$ cat src/design/memory_map_unit_assert.svh
// Assertion macros used by the memory-map unit back end.
`ifndef MEMORY_MAP_UNIT_ASSERT_SVH
`define MEMORY_MAP_UNIT_ASSERT_SVH

// Same-cycle implication, checked on clk_i and disabled while rst_ni is low.
`define MMU_ASSERT_IMP(lbl, ante, cons, msg) \
  lbl: assert property (@(posedge clk_i) disable iff (!rst_ni) (ante) |-> (cons)) \
    else $error(msg);

// Next-cycle implication, checked on clk_i and disabled while rst_ni is low.
`define MMU_ASSERT_NXT(lbl, ante, cons, msg) \
  lbl: assert property (@(posedge clk_i) disable iff (!rst_ni) (ante) |=> (cons)) \
    else $error(msg);

`endif

$ cat src/design/mmu_pkg.sv
// Types and constants shared by the memory-map unit modules.
`timescale 1ns / 1ps

package mmu_pkg;

  localparam logic [31:0] INSTR_BASE = 32'h1000_0000;
  localparam logic [31:0] DATA_BASE  = 32'h2000_0000;
  localparam logic [31:0] IN_PORT    = 32'h3000_0000;
  localparam logic [31:0] OUT_PORT   = 32'h3000_0004;
  localparam logic [31:0] ALL_ONES   = 32'hFFFF_FFFF;

  localparam int unsigned PADDR_W       = 3;
  localparam int unsigned PROG_SIZE_W   = 17;
  localparam int unsigned LAST_FETCH_W  = 29;
  localparam int unsigned QUEUE_DEPTH   = 2;

  // Register index is paddr[2].
  localparam logic REG_PROGRAM_SIZE = 1'b0;

  typedef enum logic [1:0] {
    OP_LOAD  = 2'd0,
    OP_FETCH = 2'd1,
    OP_READ  = 2'd2,
    OP_WRITE = 2'd3
  } op_e;

  typedef enum logic [1:0] {
    ST_OK         = 2'd0,
    ST_MISALIGNED = 2'd1,
    ST_UNMAPPED   = 2'd2
  } status_e;

  typedef enum logic [2:0] {
    K_ERROR = 3'd0,
    K_LOAD  = 3'd1,
    K_FETCH = 3'd2,
    K_RDATA = 3'd3,
    K_PORT  = 3'd4,
    K_WDATA = 3'd5,
    K_OUT   = 3'd6
  } kind_e;

  typedef struct packed {
    kind_e   kind;
    status_e status;
  } cmd_t;

endpackage

$ cat src/design/mmu_queue.sv
// Small register FIFO that decouples the front end from the back end.
`timescale 1ns / 1ps

module mmu_queue import mmu_pkg::*; #(
  parameter int unsigned W     = 8,
  parameter int unsigned DEPTH = 2
) (
  input  logic         clk_i,
  input  logic         rst_ni,
  input  logic         push_valid_i,
  output logic         push_ready_o,
  input  logic [W-1:0] push_data_i,
  output logic         pop_valid_o,
  input  logic         pop_ready_i,
  output logic [W-1:0] pop_data_o
);

  localparam int unsigned PW = (DEPTH > 1) ? $clog2(DEPTH) : 1;
  localparam int unsigned CW = $clog2(DEPTH + 1);

  logic [W-1:0]  mem_q [DEPTH];
  logic [PW-1:0] wr_q, wr_d;
  logic [PW-1:0] rd_q, rd_d;
  logic [CW-1:0] cnt_q, cnt_d;
  logic          do_push;
  logic          do_pop;

  assign push_ready_o = cnt_q != CW'(DEPTH);
  assign pop_valid_o  = cnt_q != '0;
  assign pop_data_o   = mem_q[rd_q];
  assign do_push      = push_valid_i && push_ready_o;
  assign do_pop       = pop_valid_o && pop_ready_i;

  always_comb begin
    wr_d  = wr_q;
    rd_d  = rd_q;
    cnt_d = cnt_q;
    if (do_push) begin
      wr_d = (wr_q == PW'(DEPTH - 1)) ? '0 : wr_q + PW'(1);
    end
    if (do_pop) begin
      rd_d = (rd_q == PW'(DEPTH - 1)) ? '0 : rd_q + PW'(1);
    end
    if (do_push && !do_pop) begin
      cnt_d = cnt_q + CW'(1);
    end else if (do_pop && !do_push) begin
      cnt_d = cnt_q - CW'(1);
    end
  end

  always_ff @(posedge clk_i or negedge rst_ni) begin
    if (!rst_ni) begin
      wr_q  <= '0;
      rd_q  <= '0;
      cnt_q <= '0;
    end else begin
      wr_q  <= wr_d;
      rd_q  <= rd_d;
      cnt_q <= cnt_d;
    end
  end

  always_ff @(posedge clk_i) begin
    if (do_push) begin
      mem_q[wr_q] <= push_data_i;
    end
  end

endmodule

$ cat config.mk
export PLATFORM = sky130hd
export DESIGN_NAME = mmu_queue
export DESIGN_NICKNAME = d
export VERILOG_FILES = /design/src/design/memory_map_unit_assert.svh /design/src/design/mmu_pkg.sv /design/src/design/mmu_queue.sv
export SDC_FILE = /design/constraint.sdc
export NUM_CORES = 1
export LEC_CHECK = 0
export BUFFER_PORTS_ARGS = -buffer_cell sky130_fd_sc_hd__buf_2
export CAP_MARGIN = 10
export CORE_UTILIZATION = 48
export CTS_CLUSTER_SIZE = 20
export DETAILED_ROUTE_END_ITERATION = 10
export GPL_ROUTABILITY_DRIVEN = 0
export PLACE_DENSITY_LB_ADDON = 0.05
export SLEW_MARGIN = 15
export SYNTH_ARGS = -nofsm -noshare
export SYNTH_HDL_FRONTEND = slang
export SYNTH_SLANG_ARGS = --single-unit
$ cat constraint.sdc
create_clock -name clk_i -period 1.95 [get_ports clk_i]
set_input_delay 0.0975 -clock clk_i [delete_from_list [all_inputs] [get_ports clk_i]]
set_output_delay 0.0975 -clock clk_i [all_outputs]
set_load 0.01 [all_outputs]
# Word level (Yosys, flattened, before mapping)
# Memory sizes are Yosys's and may differ from the RTL's.
# Index checks and enable logic that the tools add are counted.
dict set report word_totals {
  word_cells 23
  input_bits 12
  reg_bits 4
  output_inout_bits 10
  n_memories 1
  ramBits 16
}
# name words width read_ports rd_clocked_by_memory_dff write_ports line
set memory_table {}
lappend memory_table {mem_q 2 8 1 0 1 mmu_queue.sv:21} ;# logic [W-1:0] mem_q [DEPTH];
dict set report classes {
  muxes 6
  n_reduce_logical 8
  addsub 4
  eq_ne 1
}
# op n
set op_table {}
lappend op_table {{logical AND 1 bit} 4}
lappend op_table {{2-to-1 mux 1 bit} 4}
lappend op_table {{2-to-1 mux 2 bit} 2}
lappend op_table {{nonzero test 2 bit} 2}
lappend op_table {{adder 1 bit, second input constant} 2}
lappend op_table {{adder 2 x 1 -> 2 bit, second input constant} 1}
lappend op_table {{logical NOT 1 bit} 2}
lappend op_table {{inequality test 2 bit, second input constant} 1}
lappend op_table {{subtractor 2 x 1 -> 2 bit, second input constant} 1}

# Logic depth before layout (Yosys ltp)
# Gate-level depths: netlist (run 1).
dict set report logic_depth {
  ltp_word 6
  ltp_mapped 7
}

# Worst setup path before layout (run 1)
# OpenSTA, ideal clock, no wires.
dict set report synth_timing {
  path_kind {flip-flop to flip-flop}
  startpoint {register cnt_q[0]}
  endpoint {memory mem_q[0][0] (enable)}
  arrival_time_ps 1016
  setup_time_ps 370
  t_required_ps 1580
  stages_incl_launch_ff 4
  setup_slack_ps 564
  n_path_buf 0
  path_cell_list {dfrtp_1 > nand2b_4 > nand2_1 > nor2_1}
}
dict set report synth_via {
  elab_chain_len 4
}
# item line
set synth_lines {}
lappend synth_lines {{from (decl)} mmu_queue.sv:24} ;# logic [CW-1:0] cnt_q, cnt_d;
lappend synth_lines {{from (signal assigned)} mmu_queue.sv:59} ;# cnt_q <= cnt_d;
lappend synth_lines {{inequality test 2 bit} mmu_queue.sv:28} ;# assign push_ready_o = cnt_q != CW'(DEPTH);
lappend synth_lines {{named net push_ready_o} mmu_queue.sv:11} ;# output logic push_ready_o,
lappend synth_lines {{logical AND 1 bit} mmu_queue.sv:31} ;# assign do_push = push_valid_i && push_ready_o;
lappend synth_lines {{2-to-1 mux 1 bit} mmu_queue.sv:64} ;# if (do_push) begin
lappend synth_lines {{2-to-1 mux 1 bit (implied by the code)} mmu_queue.sv:65} ;# mem_q[wr_q] <= push_data_i;
lappend synth_lines {{to (decl)} mmu_queue.sv:21}
# The timed path passes the listed nets, and every way through them passes these cells.

# Final worst setup path (run 1)
dict set report layout_timing {
  startpoint {register rd_q}
  endpoint {output port pop_data_o[7]}
}
dict set report layout_via {
  elab_chain_len 1
}
# item line
set layout_lines {}
lappend layout_lines {{from (decl)} mmu_queue.sv:23} ;# logic [PW-1:0] rd_q, rd_d;
lappend layout_lines {{from (signal assigned)} mmu_queue.sv:58} ;# rd_q <= rd_d;
lappend layout_lines {{memory (2 x 8 bit)} n/a}
lappend layout_lines {{to (decl)} mmu_queue.sv:15} ;# output logic [W-1:0] pop_data_o
# Every way passes these cells.

==> run metrics, run 1 <==
status complete, no violations; register bit count reported by yosys 20; Initial Util 0.516; TritonCTS Buffers 3; Worst R2R Start cnt_q[0]; Sink Count 20; Max-slew headroom 0.732; RSZ-0062 raised after global routing false; Placement Cell Area 915 um^2; WL final 1190 um; Finished Cell Area 1030 um^2; Avg Inst Size Synth between 15 and 20 um^2; Hold EP rd_q; Die ar. 1810 um^2; worst reg2reg path depth 4; # rows 14; slowest cell delay on critical path 600 ps; Final Skew 5.75 ps; IO buf count 21; CP Launch Type flop; Synth Instances 43; sequential fraction of the synthesis area 0.738; via count normalized by instance count around 5.0; hold path start pop_ready_i; r2r setup slk 530 ps; CTS tree built; via count ~460; area of the mapped netlist 787 um^2; data arrival at the endpoint of the critical path between 1000 and 1500 ps; WL/cell around 13 um; setup_tns 0 ps; Worst-Skew Late Latency 290 ps; max-slew violation count 0; VDD IR max 0.701 mV; CP max FO 9; max_cap viols 0; Max Root-Sink Buffers 2; Leak roughly 0.43 nW; DIE HEIGHT 42.5 um; fraction of layout cells with a size suffix above 1 0.468; # fillers about 110; final hold slack 55.3 ps; final worst-path cycle share 0.773; CP max-delay cell dfrtp_1; Worst-Margin Slew 402 ps; Area Overhead vs Synth 31.0%; cells along the critical path mux2_2, buf_2; H-tree levels 1; YS warnings 0; First DRT Iteration DRCs 3; Routed Antenna Nets 0; GR Util All Layers 0.163; largest net degree at the start of global routing 12; critical path class flop to primary output; Period minus WS final 1510 ps; worst hold path class primary input to flop; PwrDens 1330 nW/um^2; worst path required time between 1500 and 2000 ps; Pre-Repair DR Iteration Count 3; first-pass GRT wire length 2030 um; ant diodes 0; DP HPWL 798 um; CP endpoint kind primary output; Root Buffer clkbuf_4; Distinct cells, synth 14; final setup violation count 0; clock transition at the registers of the reported paths 100 ps; vias in the first global route 488; final hold violation count 0; Core Region 1520 um^2; Die Wd 42.5 um; worst hold path stage count 3; worst r2r dst mem_q[0][3]; drc violations 0; gr ovfl total 0; I/O pin count 22; Worst Setup SP rd_q; achievable frequency 0.664 GHz; initial antenna violation count 0; fin nets 91; syn_nets 56
[final cells by class]
cell class                 instances  area (um^2)  share of cell area
tap                               16         20.0              0.0194
clock buffer                       4         26.3              0.0255
timing repair buffer              31          203               0.197
inverter                           1         3.75             0.00364
sequential                        20          581               0.563
multi-input combinational         21          198               0.192
[placed cells by master (no fill, tap or decap)]
master / netlist / final
and3_1: 1 / 1
buf_2: 1 / 21
buf_4: 0 / 1
clkbuf_1: 0 / 1
clkbuf_4: 0 / 3
dfrtp_1: 4 / 4
dlygate4sd3_1: 0 / 9
edfxtp_1: 16 / 16
ha_1: 1 / 1
inv_1: 1 / 1
mux2_2: 8 / 8
nand2_1: 1 / 1
nand2_4: 1 / 1
nand2b_4: 1 / 1
nor2_1: 2 / 2
or2_4: 1 / 1
xnor2_1: 3 / 3
xor2_1: 2 / 2
[state kept, by name, summed over array words and instances (netlist names)]
name and flops:
mem_q 16, cnt_q 2, rd_q 1, wr_q 1
[worst max-delay path, delay by kind of cell (launching register included)]
family	cells	cell delay (ps)
buffers and inverters	1	140
flip-flops	1	600
multiplexers	1	380
[cell usage after synthesis]
| cell | n | area, um^2 |
|---|---|---|
| nand2b_4 | 1 | 13.8 |
| nand2_1 | 1 | 3.75 |
| ha_1 | 1 | 12.5 |
| nand2_4 | 1 | 11.3 |
| or2_4 | 1 | 8.76 |
| mux2_2 | 8 | 90.1 |
| edfxtp_1 | 16 | 480 |
| and3_1 | 1 | 6.26 |
| xnor2_1 | 3 | 26.3 |
| xor2_1 | 2 | 17.5 |
| inv_1 | 1 | 3.75 |
| dfrtp_1 | 4 | 100 |
| nor2_1 | 2 | 7.51 |
| buf_2 | 1 | 5.00 |
[timing repair]
item | CTS | global route
hold buffers | 9 | 0
hold endpoints to repair | 20 | 0
resized for setup | 0 | 0
buffers inserted | 0 | 0
[how the worst max path moves through the flow]
stage	to	cells past startpoint	slack, ps
finish	pop_data_o[7]	2	440
global route	pop_data_o[1]	2	350
CTS	pop_data_o[7]	2	410
detailed placement	mem_q[0][3]	4	510
global placement	mem_q[0][4]	4	510
floorplan	mem_q[0][0]	3	560
[where the power goes]
part	total, mW	internal (mW)	leakage, nW	switching, mW
combinational	0.484	0.270	0.216	0.214
clock	0.197	0.0796	0.0150	0.117
sequential	0.687	0.597	0.195	0.0907
total	1.37	0.946	0.426	0.422
[per-stage QoR]
| stage | setup WS, ps | utilization | total power, mW | instances |
|---|---|---|---|---|
| 2_1_floorplan | 564 | - | 1.02 | 43 |
| 5_1_grt | 346 | 0.677 | 1.46 | 93 |
| 4_1_cts | 411 | 0.677 | 1.39 | 93 |
| 3_5_place_dp | 507 | 0.600 | 1.18 | 80 |
| 3_3_place_gp | 508 | 0.600 | 1.17 | 80 |
| 6_report | 444 | 0.677 | 1.37 | 93 |
[routing by layer]
metal  share of wire  track usage
met5               0            0
met4           0.021       0.0938
met3           0.039       0.0302
met2            0.50        0.286
met1            0.44        0.183
[logic make-up (layout without fill, tap and decap cells)]
kind of cell,count (synthesis),in the layout,share of synthesized area
flip-flops,20,20,0.738
multiplexers,8,8,0.114
AND/OR/NAND/NOR,7,7,0.0652
XOR/XNOR,5,5,0.0557
buffers and inverters,2,36,0.0111
adder cells (fa/ha/maj),1,1,0.0159
No activity file was read; power rests on OpenSTA's default activity.
==> run 2, diff against run 1 <==
--- a/config.mk
+++ b/config.mk
@@ -7,7 +7,7 @@
 export LEC_CHECK = 0
 export BUFFER_PORTS_ARGS = -buffer_cell sky130_fd_sc_hd__buf_2
 export CAP_MARGIN = 10
-export CORE_UTILIZATION = 48
+export CORE_UTILIZATION = 44
 export CTS_CLUSTER_SIZE = 20
 export DETAILED_ROUTE_END_ITERATION = 10
 export GPL_ROUTABILITY_DRIVEN = 0
==> constraint.sdc (replaced) <==
create_clock -name clk_i -period 1.3 [get_ports clk_i]
set_input_delay 0.065 -clock clk_i [delete_from_list [all_inputs] [get_ports clk_i]]
set_output_delay 0.065 -clock clk_i [all_outputs]
set_load 0.01 [all_outputs]
==> run 2 against run 1 <==
Compared with the run above: the run now ends with negative setup slack left; die area rose by 8.7%; sequential share of layout area down 9.3 points; via count is 9.1% higher; wire length is 13% higher; count of clock-buffer cells in the layout is 1 lower; critical path depth is 5 higher; final area increased by 20%; total power increased by 90%; critical endpoint is now cnt_q[1]; flip-flop and latch count did not move; setup slack got worse by 480 ps; worst hold slack better by 49 ps.
==> run metrics, run 2 (synthesis results as in run 1) <==
crit path buf inv count 1 (unchanged); status finished with violations; Final WS setup -40.9 ps (-484 ps); Routed Antenna Nets 0 (unchanged); cell mode on critical path xor2_1; gr ovfl total 0 (unchanged); Sink Count 20 (unchanged); First DRT Iteration DRCs 4 (+1); Pre-Repair DR Iteration Count 4 (+1); max-slew violation count 0 (unchanged); vias in the first global route 489 (+0.20%); cell family with most CP delay flip-flops; critical path class flop to flop; worst reg2reg path depth 7 (+3); Root Buffer clkbuf_4; initial antenna violation count 0 (unchanged); CP max-delay cell dfrtp_1; failing checks negative setup slack; CP max FO 4 (-5); via count 506 (+9.1%); Initial Util 0.494 (-0.0227); Core Region 1590 um^2 (+4.6%); Leak 0.513 nW (+20%); Top reg by flops mem_q; Die Wd 44.3 um (+4.2%); DP HPWL 783 um (-1.9%); max reg flops 16 (unchanged); Top Registers mem_q: 16 flops, cnt_q: 2 flops; Final Skew 1.02 ps (-4.73 ps); Max-slew headroom 0.893 (+0.161); CP endpoint kind flop; worst path required time 1520 ps (-330 ps); Area Overhead vs Synth 57.2%; Worst-Margin Slew 160 ps (-242 ps); max_cap viols 0 (unchanged); CTS tree built; commonest non-fill, non-tap cell in the layout edfxtp_1; placed cell count 94 (+18%); via count normalized by instance count 4.52 (-9.4%); r2r setup slk -40 ps (-570 ps); GR Util All Layers 0.154 (-0.00868); Worst R2R Start cnt_q[0]; CP Launch Type flop; largest net degree at the start of global routing 11 (-1); IO buf count 21 (unchanged); final hold slack 104 ps (+48.8 ps); Max Root-Sink Buffers 2 (unchanged); WL final 1340 um (+13%); worst hold path class primary input to asynchronous set/reset pin; Levels on crit path 7 (+5); first-pass GRT wire length 2110 um (+4.1%); final hold violation count 0 (unchanged); data arrival at the endpoint of the critical path 1560 ps (+150 ps); WL/cell 12.0 um (-6.4%); Period minus WS final 1340 ps; PwrDens 2100 nW/um^2 (+58%); # rows 14 (unchanged); RSZ-0062 raised after global routing true; worst setup path end cnt_q[1]; Worst-Skew Late Latency 290 ps (about the same); I/O pin count 22 (unchanged); VDD IR max 1.44 mV (+110%); final worst-path cycle share 1.03; DIE HEIGHT 44.3 um (+4.2%); achievable frequency about 0.75 GHz; drc violations 0 (unchanged); final setup violation count 17 (+17); highest-count cells in the layout ignoring fill and taps edfxtp_1 (16), buf_2 (13), buf_6 (12); Placement Cell Area 987 um^2 (+7.9%); TritonCTS Buffers 3 (unchanged); H-tree levels 1 (unchanged); Finished Cell Area 1240 um^2 (+20%); Die ar. 1960 um^2 (+8.7%); Overall Power 2.60 mW (+90%); cells along the critical path nand2b_4, nand2_4, inv_2, ha_4, xor2_1, nor2_1, xor2_1; fraction of layout cells with a size suffix above 1 0.602 (+0.135); clock transition at the registers of the reported paths 100 ps (about the same); post-route non-filler standard cell count 112 (+20%); Worst Setup SP cnt_q[0]; ant diodes 0 (unchanged); fin nets 103 (+13%); slowest cell delay on critical path 420 ps (-180 ps); worst r2r dst cnt_q[1]
-- run 2: cell count changes in the layout (fill, tap and decap cells not counted), sizes merged --
cell	previous run	this run
clkbuf	4	3
buf	22	34
-- run 2: metrics by stage --
stage           util  setup TNS (ps)  setup slack (ps)
2_1_floorplan      -           -49.6             -49.6
3_3_place_gp   0.619           -57.3             -57.3
3_5_place_dp   0.619           -53.3             -53.3
4_1_cts        0.739            -367             -36.9
5_1_grt        0.776           -1060             -99.7
6_report       0.776            -355             -40.9
-- run 2: metal layers --
| layer | vias up | share of wire | track usage |
|---|---|---|---|
| met3 | 2 | 0.046 | 0.0490 |
| met1 | 238 | 0.45 | 0.197 |
| li1 | 246 | - | - |
| met4 | 0 | 0.0089 | 0.0364 |
| met5 | - | 0 | 0 |
| met2 | 20 | 0.49 | 0.259 |
-- run 2: cell type report --
class / instances / area, um^2
tap: 24 / 30.0
inverter: 1 / 3.75
clock buffer: 3 / 22.5
sequential: 20 / 582
timing repair buffer: 43 / 370
fill: 93 / 357
multi-input combinational: 21 / 229
-- run 2: report_power, final --
group / leakage, nW / internal (mW) / switching, mW / total [mW]
clock network: 0.0138 / 0.108 / 0.168 / 0.276
registers: 0.194 / 0.899 / 0.0851 / 0.984
logic: 0.305 / 0.826 / 0.511 / 1.34
-- run 2: worst min-delay path by stage --
stage | cells past startpoint | from | slack, ps | to
global route | 2 | rst_ni | 110 | cnt_q[0]
finish | 2 | rst_ni | 100 | cnt_q[0]
CTS | 2 | rst_ni | 100 | cnt_q[0]
global placement | 1 | rst_ni | -120 | rd_q
floorplan | 0 | rst_ni | -230 | cnt_q[0]
detailed placement | 1 | rst_ni | -120 | rd_q
-- run 2: what timing repair did --
item                                    CTS  global route
pin swaps                                 6             4
endpoints found under the hold margin    20             0
setup buffers                             4             2
hold buffers                              9             0
endpoints found under the setup margin    9            17
gates resized for setup                  12             9
