### config.mk
export PLATFORM = sky130hd
export DESIGN_NAME = mmu_front
export DESIGN_NICKNAME = d
export VERILOG_FILES = /design/src/design/memory_map_unit_assert.svh /design/src/design/mmu_pkg.sv /design/src/design/mmu_front.sv
export SDC_FILE = /design/constraint.sdc
export NUM_CORES = 1
export LEC_CHECK = 0
export ABC_AREA = 1
export ABC_CLOCK_PERIOD_IN_PS = 1300
export BUFFER_PORTS_ARGS = -buffer_cell sky130_fd_sc_hd__clkbuf_2
export CAP_MARGIN = 10
export CORE_MARGIN = 2
export CORE_UTILIZATION = 40
export DETAILED_ROUTE_END_ITERATION = 10
export MAX_ROUTING_LAYER = met4
export PLACE_DENSITY_LB_ADDON = 0.12
export SLEW_MARGIN = 25
export SYNTH_ARGS = -nofsm -noshare
export SYNTH_HDL_FRONTEND = slang
export SYNTH_SLANG_ARGS = --single-unit
### constraint.sdc
create_clock -name vclk -period 1.3
set_input_delay 0.065 -clock vclk [all_inputs]
set_output_delay 0.065 -clock vclk [all_outputs]
set_load 0.02 [all_outputs]
### src/design/memory_map_unit_assert.svh
// Assertion macros used by the memory-map unit back end.
`ifndef MEMORY_MAP_UNIT_ASSERT_SVH
`define MEMORY_MAP_UNIT_ASSERT_SVH

// Same-cycle implication, checked on clk_i and disabled while rst_ni is low.
`define MMU_ASSERT_IMP(lbl, ante, cons, msg) \
  lbl: assert property (@(posedge clk_i) disable iff (!rst_ni) (ante) |-> (cons)) \
    else $error(msg);

// Next-cycle implication, checked on clk_i and disabled while rst_ni is low.
`define MMU_ASSERT_NXT(lbl, ante, cons, msg) \
  lbl: assert property (@(posedge clk_i) disable iff (!rst_ni) (ante) |=> (cons)) \
    else $error(msg);

`endif

### src/design/mmu_pkg.sv
// Types and constants shared by the memory-map unit modules.
`timescale 1ns / 1ps

package mmu_pkg;

  localparam logic [31:0] INSTR_BASE = 32'h1000_0000;
  localparam logic [31:0] DATA_BASE  = 32'h2000_0000;
  localparam logic [31:0] IN_PORT    = 32'h3000_0000;
  localparam logic [31:0] OUT_PORT   = 32'h3000_0004;
  localparam logic [31:0] ALL_ONES   = 32'hFFFF_FFFF;

  localparam int unsigned PADDR_W       = 3;
  localparam int unsigned PROG_SIZE_W   = 17;
  localparam int unsigned LAST_FETCH_W  = 29;
  localparam int unsigned QUEUE_DEPTH   = 2;

  // Register index is paddr[2].
  localparam logic REG_PROGRAM_SIZE = 1'b0;

  typedef enum logic [1:0] {
    OP_LOAD  = 2'd0,
    OP_FETCH = 2'd1,
    OP_READ  = 2'd2,
    OP_WRITE = 2'd3
  } op_e;

  typedef enum logic [1:0] {
    ST_OK         = 2'd0,
    ST_MISALIGNED = 2'd1,
    ST_UNMAPPED   = 2'd2
  } status_e;

  typedef enum logic [2:0] {
    K_ERROR = 3'd0,
    K_LOAD  = 3'd1,
    K_FETCH = 3'd2,
    K_RDATA = 3'd3,
    K_PORT  = 3'd4,
    K_WDATA = 3'd5,
    K_OUT   = 3'd6
  } kind_e;

  typedef struct packed {
    kind_e   kind;
    status_e status;
  } cmd_t;

endpackage

### src/design/mmu_front.sv
// Front end: accepts transfers and decodes them into commands for the back end.
`timescale 1ns / 1ps

module mmu_front import mmu_pkg::*; #(
  parameter int unsigned INSTR_BYTES = 65536,
  parameter int unsigned DATA_BYTES  = 65536,
  parameter int unsigned OFF_W       = 16
) (
  input  logic             in_valid_i,
  output logic             in_ready_o,
  input  logic [1:0]       op_i,
  input  logic [31:0]      address_i,
  input  logic [31:0]      write_word_i,
  input  logic [7:0]       program_byte_i,
  input  logic [7:0]       input_char_i,
  input  logic             input_end_i,
  input  logic             q_ready_i,
  input  logic             clear_busy_i,
  output logic             push_o,
  output cmd_t             cmd_o,
  output logic [OFF_W-1:0] offset_o,
  output logic [31:0]      word_o
);

  localparam logic [31:0] LOAD_LIM  = 32'(INSTR_BYTES);
  localparam logic [31:0] I_FIT_LIM = 32'(INSTR_BYTES - 4);
  localparam logic [31:0] D_FIT_LIM = 32'(DATA_BYTES - 4);

  logic [31:0] ioff;
  logic [31:0] doff;
  logic        i_fit;
  logic        d_fit;
  logic        misal;

  assign in_ready_o = q_ready_i && !clear_busy_i;
  assign push_o     = in_valid_i && in_ready_o;

  always_comb begin
    ioff  = address_i - INSTR_BASE;
    doff  = address_i - DATA_BASE;
    i_fit = ioff <= I_FIT_LIM;
    d_fit = doff <= D_FIT_LIM;
    misal = address_i[1:0] != 2'b00;

    cmd_o    = '{kind: K_ERROR, status: ST_UNMAPPED};
    offset_o = ioff[OFF_W-1:0];
    word_o   = write_word_i;

    case (op_e'(op_i))
      OP_LOAD: begin
        if (address_i < LOAD_LIM) begin
          cmd_o    = '{kind: K_LOAD, status: ST_OK};
          offset_o = address_i[OFF_W-1:0];
          word_o   = {24'd0, program_byte_i};
        end
      end
      OP_FETCH: begin
        if (i_fit) begin
          cmd_o = '{kind: K_FETCH, status: ST_OK};
        end
      end
      OP_READ: begin
        if (misal) begin
          cmd_o.status = ST_MISALIGNED;
        end else if (d_fit) begin
          cmd_o    = '{kind: K_RDATA, status: ST_OK};
          offset_o = doff[OFF_W-1:0];
        end else if (address_i == IN_PORT) begin
          cmd_o  = '{kind: K_PORT, status: ST_OK};
          word_o = input_end_i ? ALL_ONES : {24'd0, input_char_i};
        end else if (i_fit) begin
          cmd_o = '{kind: K_FETCH, status: ST_OK};
        end
      end
      OP_WRITE: begin
        if (misal) begin
          cmd_o.status = ST_MISALIGNED;
        end else if (d_fit) begin
          cmd_o    = '{kind: K_WDATA, status: ST_OK};
          offset_o = doff[OFF_W-1:0];
        end else if (address_i == OUT_PORT) begin
          cmd_o = '{kind: K_OUT, status: ST_OK};
        end
      end
      default: begin
        cmd_o = '{kind: K_ERROR, status: ST_UNMAPPED};
      end
    endcase
  end

endmodule

# [Word level (Yosys, flattened, before mapping)]
# Index checks and enable logic that the tools add are counted.
[op_classes] n_eq_ne=5 order_cmp=3 reduce_logical=6 muxes=21 add_sub_neg=2
[ops] operator="$mux 32" n=5
[ops] operator="$eq 32x30->1 const B" n=2
[ops] operator="$le 32x16->1 const B" n=2
[ops] operator="$pmux 32 s2" n=1
[ops] operator="$mux 16" n=3
[ops] operator="$lt 32x17->1 const B" n=1
[ops] operator="$pmux 16 s2" n=1
[ops] operator="$sub 32x29->32 const B" n=1
[ops] operator="$sub 32x30->32 const B" n=1
[ops] operator="$mux 5" n=4
[ops] operator="$pmux 5 s4" n=1
[ops] operator="$mux 3" n=3
[ops] operator="$eq 2x2->1 const B" n=2
[ops] operator="$mux 2" n=2
[ops] operator="$mux 4" n=1
[ops] operator="$eq 2x1->1 const B" n=1
[ops] operator="$logic_and 1x1->1" n=2
[ops] operator="$logic_not 2->1" n=1
[ops] operator="$reduce_bool 2->1" n=1
[ops] operator="$reduce_or 2->1" n=1
[ops] operator="$logic_not 1->1" n=1
[word_totals] out_inout_bits=55 regBits=0

# [Longest topological paths before layout]
# Gate-level depths: netlist of the first run.
[depth] word_depth=7 mapped_depth=10 mapped_depth_nobuf=10

# [Worst setup path before layout of the first run]
# Ideal clock, no wire load.
[synth_timing] path_type="input to output" from="input address_i[16]" to="output word_o[10]" arrival_ns=1.432 path_stages=8 setup_slack_ns=-0.197 t_required_ns=1.235 cell_sequence="nor2_1 > nand2_1 > inv_1 > nand2_1 > nor3_4 > buf_4 > a21oi_1 > o21ai_0"
[synth_via] elab_chain_cells=5 elab_cells_between_ends=9 classes_between="add/sub: 1; order compare: 2; eq/ne: 1; mux: 5"
[synth_rtl] item="from (decl)" line="mmu_front.sv:12" rtl="input logic [31:0] address_i,"
[synth_rtl] item="$sub 32x30->32 / $eq 32x30->1 (equally long branches)" line="mmu_front.sv:40, mmu_front.sv:68"
[synth_rtl] item="$le 32x16->1 / $mux 32 (equally long branches)" line="mmu_front.sv:42, mmu_front.sv:68"
[synth_rtl] item="$mux 32" line="mmu_front.sv:65" rtl="end else if (d_fit) begin"
[synth_rtl] item="$mux 32" line="mmu_front.sv:63" rtl="if (misal) begin"
[synth_rtl] item="$pmux 32 s2 (*)" line="mmu_front.sv:49" rtl="case (op_e'(op_i))"
[synth_rtl] item="to (decl)" line="mmu_front.sv:22" rtl="output logic [31:0] word_o"
# Every way passes the cells marked *; elsewhere a longest branch is shown, timed or not.

==> summary.txt, run 1 <==
Drt
  • Routed length on met3: 452 um
  • Average via count per standard cell: 4.940
  • Routed wire length per instance: 11.85 um
  • Starting DRC count in detailed routing: 130
  • Routed Wire Length: 6305 um
  • Top routing layer used: met4
  • Drc violations: 0
  • Post-route ant nets: 0
  • Sum of met2 wire segment lengths after detailed routing: 3285 um
  • Routed vias: 2628
  • Pre-Repair DR Iteration Count: 4
  • Met1 wire length: 2441 um

STA
  • Final setup slack of the worst path: -0.1625 ns
  • RSZ-0062 raised after global routing: true
  • Worst hold margin: 0.3712 ns
  • Final hold viol count: 0
  • Final-layout setup total negative slack: -3.429 ns
  • Period utilisation layout: 112.5%
  • Final worst path period need: 1.462 ns
  • Number of endpoints failing setup at the final stage: 36
  • Worst Tran Pin Value: 0.3098 ns
  • F_max: 0.6838 GHz
  • Count of pins over their slew limit: 0
  • Slew headroom: 79.27%

Yosys
  • Post-synth top area share: 16.88%
  • Gate Count Post-Synth: 324
  • Post-synth design cell area: 1556 um2
  • Sequential fraction of the synthesis area: 0%
  • Warning count from the yosys run: 0
  • Largest area contributor in the netlist: nand2_1
  • Most area-consuming cells after synthesis: nand2_1, nand3_1, nor2_1
  • Number of distinct library cells after synthesis: 27
  • Post-Syn Area per Cell: 4.804 um2
  • Total nets after synthesis: 412

Finish
  • Final design instance area without fill: 3013 um2
  • Filler instances: 277
  • Share of final-layout standard cells stronger than drive strength 1: 53.93%
  • Total number of sequential cells: 0
  • Area taken by flip-flops and latches: 0 um2
  • Antenna fix cells: 0
  • Count of clock-net buffers in the final layout: 0
  • Most used cells in the layout excluding fill and tap cells: clkbuf_2, nand2_1, inv_1
  • Post-synthesis to final-layout area growth: 93.57%
  • Final nets: 574
  • Leading cell type in the layout, fill and taps excluded: clkbuf_2

Worst setup path
  • Category of the worst setup path launch point: primary input
  • Data arrival, critical path: 1.40 ns
  • Maximum fanout count along the critical path: 3
  • Class of the most critical setup path: in -> out
  • Critical Path Sink Type: output pin
  • Required time reported for the critical path endpoint: 1.24 ns

Hold path
  • Startpoint of the most critical hold path: address_i[0]
  • Tightest Hold Check Type: in -> out
  • Worst hold endpoint: offset_o[0]
  • Hold Path Depth: 2

Power and ir drop
  • Maximum vdd drop: 0.1912 mV
  • Total power divided by cell area: 302.0 nW/um2
  • Post-layout power: 0.9099 mW
  • Leakage power of the design: 1.724 nW

Floorplanning
  • Die Y-Extent: 66.38 um
  • Number of ports placed on the die boundary: 141
  • # rows: 22
  • Width of the die: 66.38 um
  • Initial standard-cell utilization of the core: 42.20%
  • Core Region: 3689 um2
  • Total Die Area: 4406 um2

Global routing
  • Via count of the first global-routing pass: 2200
  • Initial antenna violation count: 0
  • GRT Resource Usage Total: 23.73%
  • First-pass GRT wire length: 8542 um
  • Aggregate global routing overflow: 0
  • Largest net degree at the start of global routing: 19

Placement
  • HPWL after detailed placement: 4404 um
  • Place WS: -0.2525 ns
  • Final Wtd Congestion: 0.9016
  • Number of buffers inserted by port buffering: 141
  • Cell area after placement: 2556 um2

Status
  • Violated checks: setup timing
  • Run status: complete, but fails checks

Run
  • Max_cap viols: 0

CTS
  • Post-CTS Hold Fix Bufs: 0
==> synth_stat cells <==
cell type  number
buf_2           4
nor3_4          1
inv_1          51
ha_1            2
buf_6           2
nand2_1        70
nand4_1         2
inv_2           1
nand3b_4        1
nor2_1         56
o21ai_0        16
nand3b_1        1
nand2_4         3
nor3_1          3
nor3b_1         1
a21oi_1        16
o211ai_1        8
buf_4          17
nor2_2          3
nand3_2         1
o22ai_1         1
buf_1           2
nand3_1        48
nor2_4          1
o21ai_1        10
or2_2           2
clkbuf_1        1
==> kinds of logic after synthesis <==
kind of cell,Yosys count,share of synthesized area (%)
AND/OR/NAND/NOR,193,56.43
buffers and inverters,78,24.20
adder cells (fa/ha/maj),2,1.607
AO/OA/AOI/OAI,51,17.77
==> final cells by class <==
class	instances	area (um2)	area share (%)
inverter	52	205.2	6.811
multi-input combinational	246	1460	48.46
timing repair buffer	186	1287	42.73
tap	48	60.06	1.993
==> how the worst max path moves through the flow <==
stage / startpoint / end / slack [ns] / cells past startpoint
6_report: address_i[29] / cmd_o[3] / -0.16 / 14
3_3_place_gp: address_i[30] / cmd_o[3] / -0.23 / 11
3_5_place_dp: address_i[30] / cmd_o[3] / -0.25 / 11
5_1_grt: address_i[29] / cmd_o[3] / -0.24 / 14
2_1_floorplan: address_i[16] / word_o[10] / -0.04 / 8
4_1_cts: address_i[30] / cmd_o[1] / -0.12 / 12
==> metrics by stage <==
| step | util, % | instances |
|---|---|---|
| 2_1_floorplan | - | 324 |
| 3_3_place_gp | 69.30 | 528 |
| 3_5_place_dp | 69.30 | 528 |
| 4_1_cts | 72.49 | 529 |
| 5_1_grt | 81.68 | 532 |
| 6_report | 81.68 | 532 |
==> worst max-delay path: stages <==
cell and delay, ns:
buf_8 0.10, inv_4 0.06, buf_6 0.10, ha_4 0.11, inv_2 0.05, nand3_2 0.07
nand2_2 0.08, nor2_4 0.18, buf_6 0.12, nand3_2 0.08, nand2_2 0.07, nor2_2 0.03
nor2_2 0.11, clkbuf_8 0.15
==> repair_timing <==
action / in CTS / in global routing
gates resized for setup: 28 / 115
endpoints found under the setup margin: 36 / 36
pin swaps: 5 / 24
gates cloned: 0 / 1
setup buffers: 1 / 2
==> report_power, final <==
part | internal [mW] | leakage [nW] | total (mW) | switching, mW
Sequential | 0 | 0 | 0 | 0
Clock | 0 | 0 | 0 | 0
Combinational | 0.408 | 1.72 | 0.910 | 0.502
Total | 0.408 | 1.72 | 0.910 | 0.502
==> per-layer routing <==
layer	GRT usage [%]	vias to the layer above
li1	-	1350
met1	26.87	1151
met2	45.88	114
met3	2.044	13
met4	3.061	0
met5	-	-
Power figures use the tool's default switching activity.
==> run 2: changes to the inputs <==
Settings changed: ABC_CLOCK_PERIOD_IN_PS 1300 to 1250, CORE_UTILIZATION 40 to 36.
Clock period 1.3 ns to 1.25 ns, I/O delays scaled along.
==> run 2 against run 1 <==
Net effect:
- the flow still finishes with violations (setup timing)
- sequential cell count did not move
- first-iteration DRC count fell by 18%
- largest cell class unchanged
- worst setup slack got worse by 0.044 ns
- cell count fell by 0.38%
- highest routed layer unchanged
- combinational power rose by 6.8%
- die area rose by 10%
- utilization fell by 6.8 points
- cell area rose by 1.5%
==> summary.txt, run 2 (synthesis gave the netlist of run 1 again) <==
Status
  • Run status: complete, but fails checks (unchanged)
  • Violated checks: setup timing (unchanged)

STA
  • Final hold viol count: 0 (unchanged)
  • Period utilisation layout: 116.5%
  • RSZ-0062 raised after global routing: true (unchanged)
  • Worst hold margin: 0.3810 ns (was 0.3712 ns)
  • Number of endpoints failing setup at the final stage: 36 (unchanged)
  • Final setup slack of the worst path: -0.2067 ns (was -0.1625 ns)
  • Final worst path period need: 1.457 ns
  • F_max: 0.6865 GHz
  • Slew headroom: 76.62% (was 79.27%)
  • Worst Tran Pin Value: 0.3494 ns (was 0.3098 ns)
  • Count of pins over their slew limit: 0 (unchanged)

Placement
  • Final Wtd Congestion: 0.9297 (was 0.9016)
  • HPWL after detailed placement: 4464 um (was 4404 um)
  • Number of buffers inserted by port buffering: 141 (unchanged)

CTS
  • Post-CTS Hold Fix Bufs: 0 (unchanged)

Floorplanning
  • Total Die Area: 4866 um2 (was 4406 um2)
  • Core Region: 4086 um2 (was 3689 um2)
  • Initial standard-cell utilization of the core: 38.09% (was 42.20%)
  • Number of ports placed on the die boundary: 141 (unchanged)
  • # rows: 23 (was 22)
  • Width of the die: 69.76 um (was 66.38 um)
  • Die Y-Extent: 69.76 um (was 66.38 um)

Drt
  • Pre-Repair DR Iteration Count: 4 (unchanged)
  • Average via count per standard cell: 4.962 (was 4.940)
  • Routed wire length per instance: 11.72 um (was 11.85 um)
  • Starting DRC count in detailed routing: 107 (was 130)
  • Routed vias: 2630 (was 2628)
  • Routed Wire Length: 6209 um (was 6305 um)
  • Drc violations: 0 (unchanged)
  • Post-route ant nets: 0 (unchanged)

Finish
  • Most used cells in the layout excluding fill and tap cells: clkbuf_2, nand2_1, inv_1 (unchanged)
  • Leading cell type in the layout, fill and taps excluded: clkbuf_2 (unchanged)
  • Total number of sequential cells: 0 (unchanged)
  • Final nets: 570 (was 574)
  • Count of clock-net buffers in the final layout: 0 (unchanged)
  • Filler instances: 360 (was 277)
  • Area taken by flip-flops and latches: 0 um2 (unchanged)
  • Final Core Density: 74.86% (was 81.68%)
  • Share of final-layout standard cells stronger than drive strength 1: 55.42% (was 53.93%)
  • Post-synthesis to final-layout area growth: 96.54% (was 93.57%)
  • Antenna fix cells: 0 (unchanged)

Worst setup path
  • Most numerous cell on the critical path: nand3_4
  • Category of the worst setup path launch point: primary input (unchanged)
  • Top cell family by delay on the critical path: simple AND/OR/NAND/NOR gates (unchanged)
  • Critical Path, Cell by Cell: clkbuf_16, inv_4, buf_6, ha_4, nand3_4, a21oi_4, nand3_4, nand3_2, nand2_1, nor2_1, nor2_2, clkbuf_8 (was buf_8, inv_4, buf_6, ha_4, inv_2, nand3_2, nand2_2, nor2_4, buf_6, nand3_2, nand2_2, nor2_2, nor2_2, clkbuf_8)
  • Maximum cell stage delay along the critical path: 0.26 ns (was 0.18 ns)
  • Critical Path Sink Type: output pin (unchanged)
  • Cell with the biggest individual delay on the critical path: ha_4 (was nor2_4)
  • Data arrival, critical path: 1.39 ns (was 1.40 ns)
  • Required time reported for the critical path endpoint: 1.19 ns (was 1.24 ns)
  • Count of buffer and inverter cells on the critical path: 4 (was 6)
  • Maximum fanout count along the critical path: 4 (was 3)
  • Class of the most critical setup path: in -> out (unchanged)

Hold path
  • Worst hold endpoint: offset_o[7] (was offset_o[0])
  • Tightest Hold Check Type: in -> out (unchanged)
  • Startpoint of the most critical hold path: address_i[7] (was address_i[0])
  • Hold Path Depth: 2 (unchanged)

Global routing
  • Initial antenna violation count: 0 (unchanged)
  • Largest net degree at the start of global routing: 19 (unchanged)
  • Aggregate global routing overflow: 0 (unchanged)
  • Via count of the first global-routing pass: 2232 (was 2200)
  • GRT Resource Usage Total: 22.26% (was 23.73%)
  • First-pass GRT wire length: 9335 um (was 8542 um)

Run
  • Max_cap viols: 0 (unchanged)

Power and ir drop
  • Leakage power of the design: 1.735 nW (was 1.724 nW)
  • Maximum vdd drop: 0.1978 mV (was 0.1912 mV)
  • Total power divided by cell area: 317.7 nW/um2 (was 302.0 nW/um2)
## run 2: worst max-delay path by stage
stage,startpoint,endpoint,cells past startpoint
floorplan,address_i[16],word_o[10],8
global placement,address_i[30],cmd_o[3],11
detailed placement,address_i[30],cmd_o[3],11
CTS,address_i[29],cmd_o[3],12
global route,address_i[27],cmd_o[3],11
finish,address_i[30],cmd_o[3],12
## run 2: what timing repair did
item | 4_1_cts | 5_1_grt
hold endpoints to repair | 0 | 0
gates cloned | 0 | 1
buffers inserted | 1 | 0
resized for setup | 36 | 101
pin swaps | 9 | 21
endpoints found under the setup margin | 36 | 36
## run 2: metal layers
layer | vias to the layer above | GRT usage [%] | part of all wire [%]
li1 | 1339 | - | -
met1 | 1166 | 28.10 | 41
met4 | 0 | 3.205 | 1.0
met2 | 119 | 40.17 | 50
met5 | - | - | 0
met3 | 6 | 1.017 | 7.5
## run 2: cell type report
class / count / area (um2) / area share, %
inverter: 52 / 200.2 / 6.544
timing repair buffer: 182 / 1270 / 41.51
tap: 50 / 62.56 / 2.045
multi-input combinational: 246 / 1526 / 49.90
## run 2: through the flow
stage	setup slack [ns]	setup TNS, ns	std cells	area [um2]	total power [mW]
after floorplan	-0.08802	-0.8225	324	1654	0.4803
after global placement	-0.2175	-5.698	528	2609	0.8284
after detailed placement	-0.2557	-5.904	528	2609	0.8382
after CTS	-0.1667	-4.588	529	2766	0.8763
after global routing	-0.2952	-8.682	530	3059	1.049
final	-0.2067	-5.387	530	3059	0.9720
## run 2: where the power goes
group / internal [mW] / switching [mW] / leakage, nW / total, mW
registers: 0 / 0 / 0 / 0
logic: 0.438 / 0.534 / 1.74 / 0.972
clock network: 0 / 0 / 0 / 0
total: 0.438 / 0.534 / 1.74 / 0.972
==> run 3: changes to the inputs <==
Settings changed: CELL_PAD_IN_SITES_DETAIL_PLACEMENT from default to 1, CELL_PAD_IN_SITES_GLOBAL_PLACEMENT from default to 1, CORE_UTILIZATION 36 to 20.
==> run 3 against run 2 <==
Net effect:
- utilization decreased by 31 points
- via count increased by 1.7%
- sequential cell count unchanged
- clock-buffer cell count unchanged
- fmax increased by 0.58%
- critical path type unchanged
- the run still ends with setup timing left
- die area increased by 75%
==> summary.txt, run 3 (synthesis gave the netlist of run 1 again) <==
Finish
  • Post-synthesis to final-layout area growth: 114.7% (was 96.54%)
  • Antenna fix cells: 0 (unchanged)
  • Count of clock-net buffers in the final layout: 0 (unchanged)
  • Area taken by flip-flops and latches: 0 um2 (unchanged)
  • Leading cell type in the layout, fill and taps excluded: clkbuf_2 (unchanged)
  • Most used cells in the layout excluding fill and tap cells: clkbuf_2, nand2_1, buf_4 (was clkbuf_2, nand2_1, inv_1)
  • Total number of sequential cells: 0 (unchanged)
  • Final nets: 584 (was 570)
  • Share of final-layout standard cells stronger than drive strength 1: 58.10% (was 55.42%)
  • Non-Filler Instances: 596 (was 530)

Placement
  • HPWL after detailed placement: 6040 um (was 4464 um)
  • Place WS: -0.3071 ns (was -0.2557 ns)
  • DP Cell Count: 590 (was 528)
  • Number of buffers inserted by port buffering: 141 (unchanged)
  • Final Wtd Congestion: 0.8115 (was 0.9297)

Global routing
  • GR met2 Demand/Resource: 31.86% (was 40.17%)
  • GRT Resource Usage Total: 16.82% (was 22.26%)
  • First-pass GRT wire length: 11900 um (was 9335 um)
  • Largest net degree at the start of global routing: 19 (unchanged)
  • Met1 track demand over resource in global routing: 20.48% (was 28.10%)
  • Met3 demand-to-capacity share in global routing: 1.068% (was 1.017%)
  • Most heavily used metal layer in global routing: met2 (unchanged)
  • Aggregate global routing overflow: 0 (unchanged)
  • Via count of the first global-routing pass: 2657 (was 2232)
  • Initial antenna violation count: 0 (unchanged)

STA
  • Worst Tran Pin Value: 0.3004 ns (was 0.3494 ns)
  • Slew headroom: 79.90% (was 76.62%)
  • Count of pins over their slew limit: 0 (unchanged)
  • Number of endpoints failing setup at the final stage: 36 (unchanged)
  • Worst hold margin: 0.3853 ns (was 0.3810 ns)
  • F_max: 0.6904 GHz (was 0.6865 GHz)
  • Final hold viol count: 0 (unchanged)
  • Final setup slack of the worst path: -0.1983 ns (was -0.2067 ns)
  • Final worst path period need: 1.448 ns (was 1.457 ns)
  • RSZ-0062 raised after global routing: true (unchanged)
  • Period utilisation layout: 115.9% (was 116.5%)
  • Final-layout setup total negative slack: -5.276 ns (was -5.387 ns)

Floorplanning
  • Die Y-Extent: 92.22 um (was 69.76 um)
  • Total Die Area: 8505 um2 (was 4866 um2)
  • Core Region: 7647 um2 (was 4086 um2)
  • Width of the die: 92.22 um (was 69.76 um)
  • Number of ports placed on the die boundary: 141 (unchanged)
  • Initial standard-cell utilization of the core: 20.35% (was 38.09%)
  • # rows: 32 (was 23)

Run
  • Max_cap viols: 0 (unchanged)

Power and ir drop
  • Leakage power of the design: 1.832 nW (was 1.735 nW)
  • Post-layout power: 1.047 mW (was 0.9720 mW)
  • Net switching share of the total power: 53.34% (was 54.95%)
  • Flop pwr share: 0% (about the same)
  • Total power divided by cell area: 313.2 nW/um2 (was 317.7 nW/um2)
  • Relative contribution of the clock network to total power: 0% (about the same)
  • Combinational share of power: 100.0% (about the same)
  • Cell internal power dissipation: 0.4884 mW (was 0.4379 mW)
  • Switch Pwr: 0.5584 mW (was 0.5341 mW)
  • Maximum vdd drop: 0.1311 mV (was 0.1978 mV)

Hold path
  • Startpoint of the most critical hold path: address_i[1] (was address_i[7])
  • Hold Path Depth: 2 (unchanged)
  • Worst hold endpoint: offset_o[1] (was offset_o[7])
  • Tightest Hold Check Type: in -> out (unchanged)

Worst setup path
  • Maximum fanout count along the critical path: 4 (unchanged)
  • Most numerous cell on the critical path: nand3_4 (unchanged)
  • Critical Path, Cell by Cell: clkbuf_16, inv_6, buf_6, ha_4, nand3_4, a21oi_4, nand3_4, nand3_2, nand2_1, nor2_1, nor2_2, clkbuf_8 (was clkbuf_16, inv_4, buf_6, ha_4, nand3_4, a21oi_4, nand3_4, nand3_2, nand2_1, nor2_1, nor2_2, clkbuf_8)
  • Maximum cell stage delay along the critical path: 0.26 ns (about the same)
  • Critical Path Sink Type: output pin (unchanged)
  • Class of the most critical setup path: in -> out (unchanged)
  • Data arrival, critical path: 1.39 ns (about the same)
  • Cell with the biggest individual delay on the critical path: ha_4 (unchanged)
  • Category of the worst setup path launch point: primary input (unchanged)
  • Required time reported for the critical path endpoint: 1.19 ns (about the same)

Drt
  • Average via count per standard cell: 4.488 (was 4.962)
  • Routed wire length per instance: 12.59 um (was 11.72 um)
  • Drc violations: 0 (unchanged)
  • Routed vias: 2675 (was 2630)
  • Routed Wire Length: 7502 um (was 6209 um)
  • Post-route ant nets: 0 (unchanged)
  • Starting DRC count in detailed routing: 36 (was 107)
  • Pre-Repair DR Iteration Count: 4 (unchanged)

Status
  • Run status: complete, but fails checks (unchanged)
  • Violated checks: setup timing (unchanged)
-- run 3: cell count changes in the layout (fill, tap and decap cells not counted), moves of 5 or more --
cell      before  now
buf_4         42   53
nor2_4         6   12
nand2_1       62   57
clkbuf_2     109   98
buf_8          1    6
buf_6         13   19
-- run 3: worst max-delay path by stage --
| stage | from | endpoint | slack [ns] | cells after the start |
|---|---|---|---|---|
| after global routing | address_i[29] | cmd_o[3] | -0.28 | 13 |
| after floorplan | address_i[16] | word_o[10] | -0.09 | 8 |
| after CTS | address_i[29] | cmd_o[3] | -0.22 | 12 |
| after global placement | address_i[30] | cmd_o[3] | -0.26 | 11 |
| final | address_i[30] | cmd_o[3] | -0.20 | 12 |
| after detailed placement | address_i[30] | cmd_o[3] | -0.31 | 11 |
-- run 3: layout make-up --
cell class                      instances  area (um2)
Inverter                               52       205.2
Multi-Input combinational cell        246        1564
Tap cell                              102       127.6
Timing Repair Buffer                  196        1445
Fill cell                            1050        4305
-- run 3: what timing repair did --
action	CTS	global route
hold buffers	0	0
gates resized for setup	80	96
endpoints found under the setup margin	36	36
setup buffers	5	0
gates cloned	0	1
pin swaps	14	22
hold endpoints to repair	0	0
-- run 3: worst max-delay path: cells and delay by family --
kind                       cells  cell delay (ns)
and+or+nand+nor                6             0.47
buffers and inverters          4             0.39
AOI/OAI and AO/OA              1             0.18
adders and majority gates      1             0.26
-- run 3: power groups by stage --
stage	clock (mW)	sequential, mW	combinational [mW]
after detailed placement	0	0	0.879
after global routing	0	0	1.14
after CTS	0	0	0.963
final	0	0	1.05
after floorplan	0	0	0.480
after global placement	0	0	0.858
-- run 3: routing by layer --
layer,up-vias,part of all wire (%),routed length [um]
li1,1369,-,-
met1,1226,42,3176
met5,-,0,0
met4,0,0.87,65
met3,6,4.3,326
met2,74,52,3934
-- run 3: per-stage QoR --
step / util, % / area [um2]
after floorplan: - / 1654
after CTS: 40.10 / 3067
after detailed placement: 35.78 / 2736
final: 43.70 / 3342
after global routing: 43.70 / 3342
after global placement: 35.78 / 2736
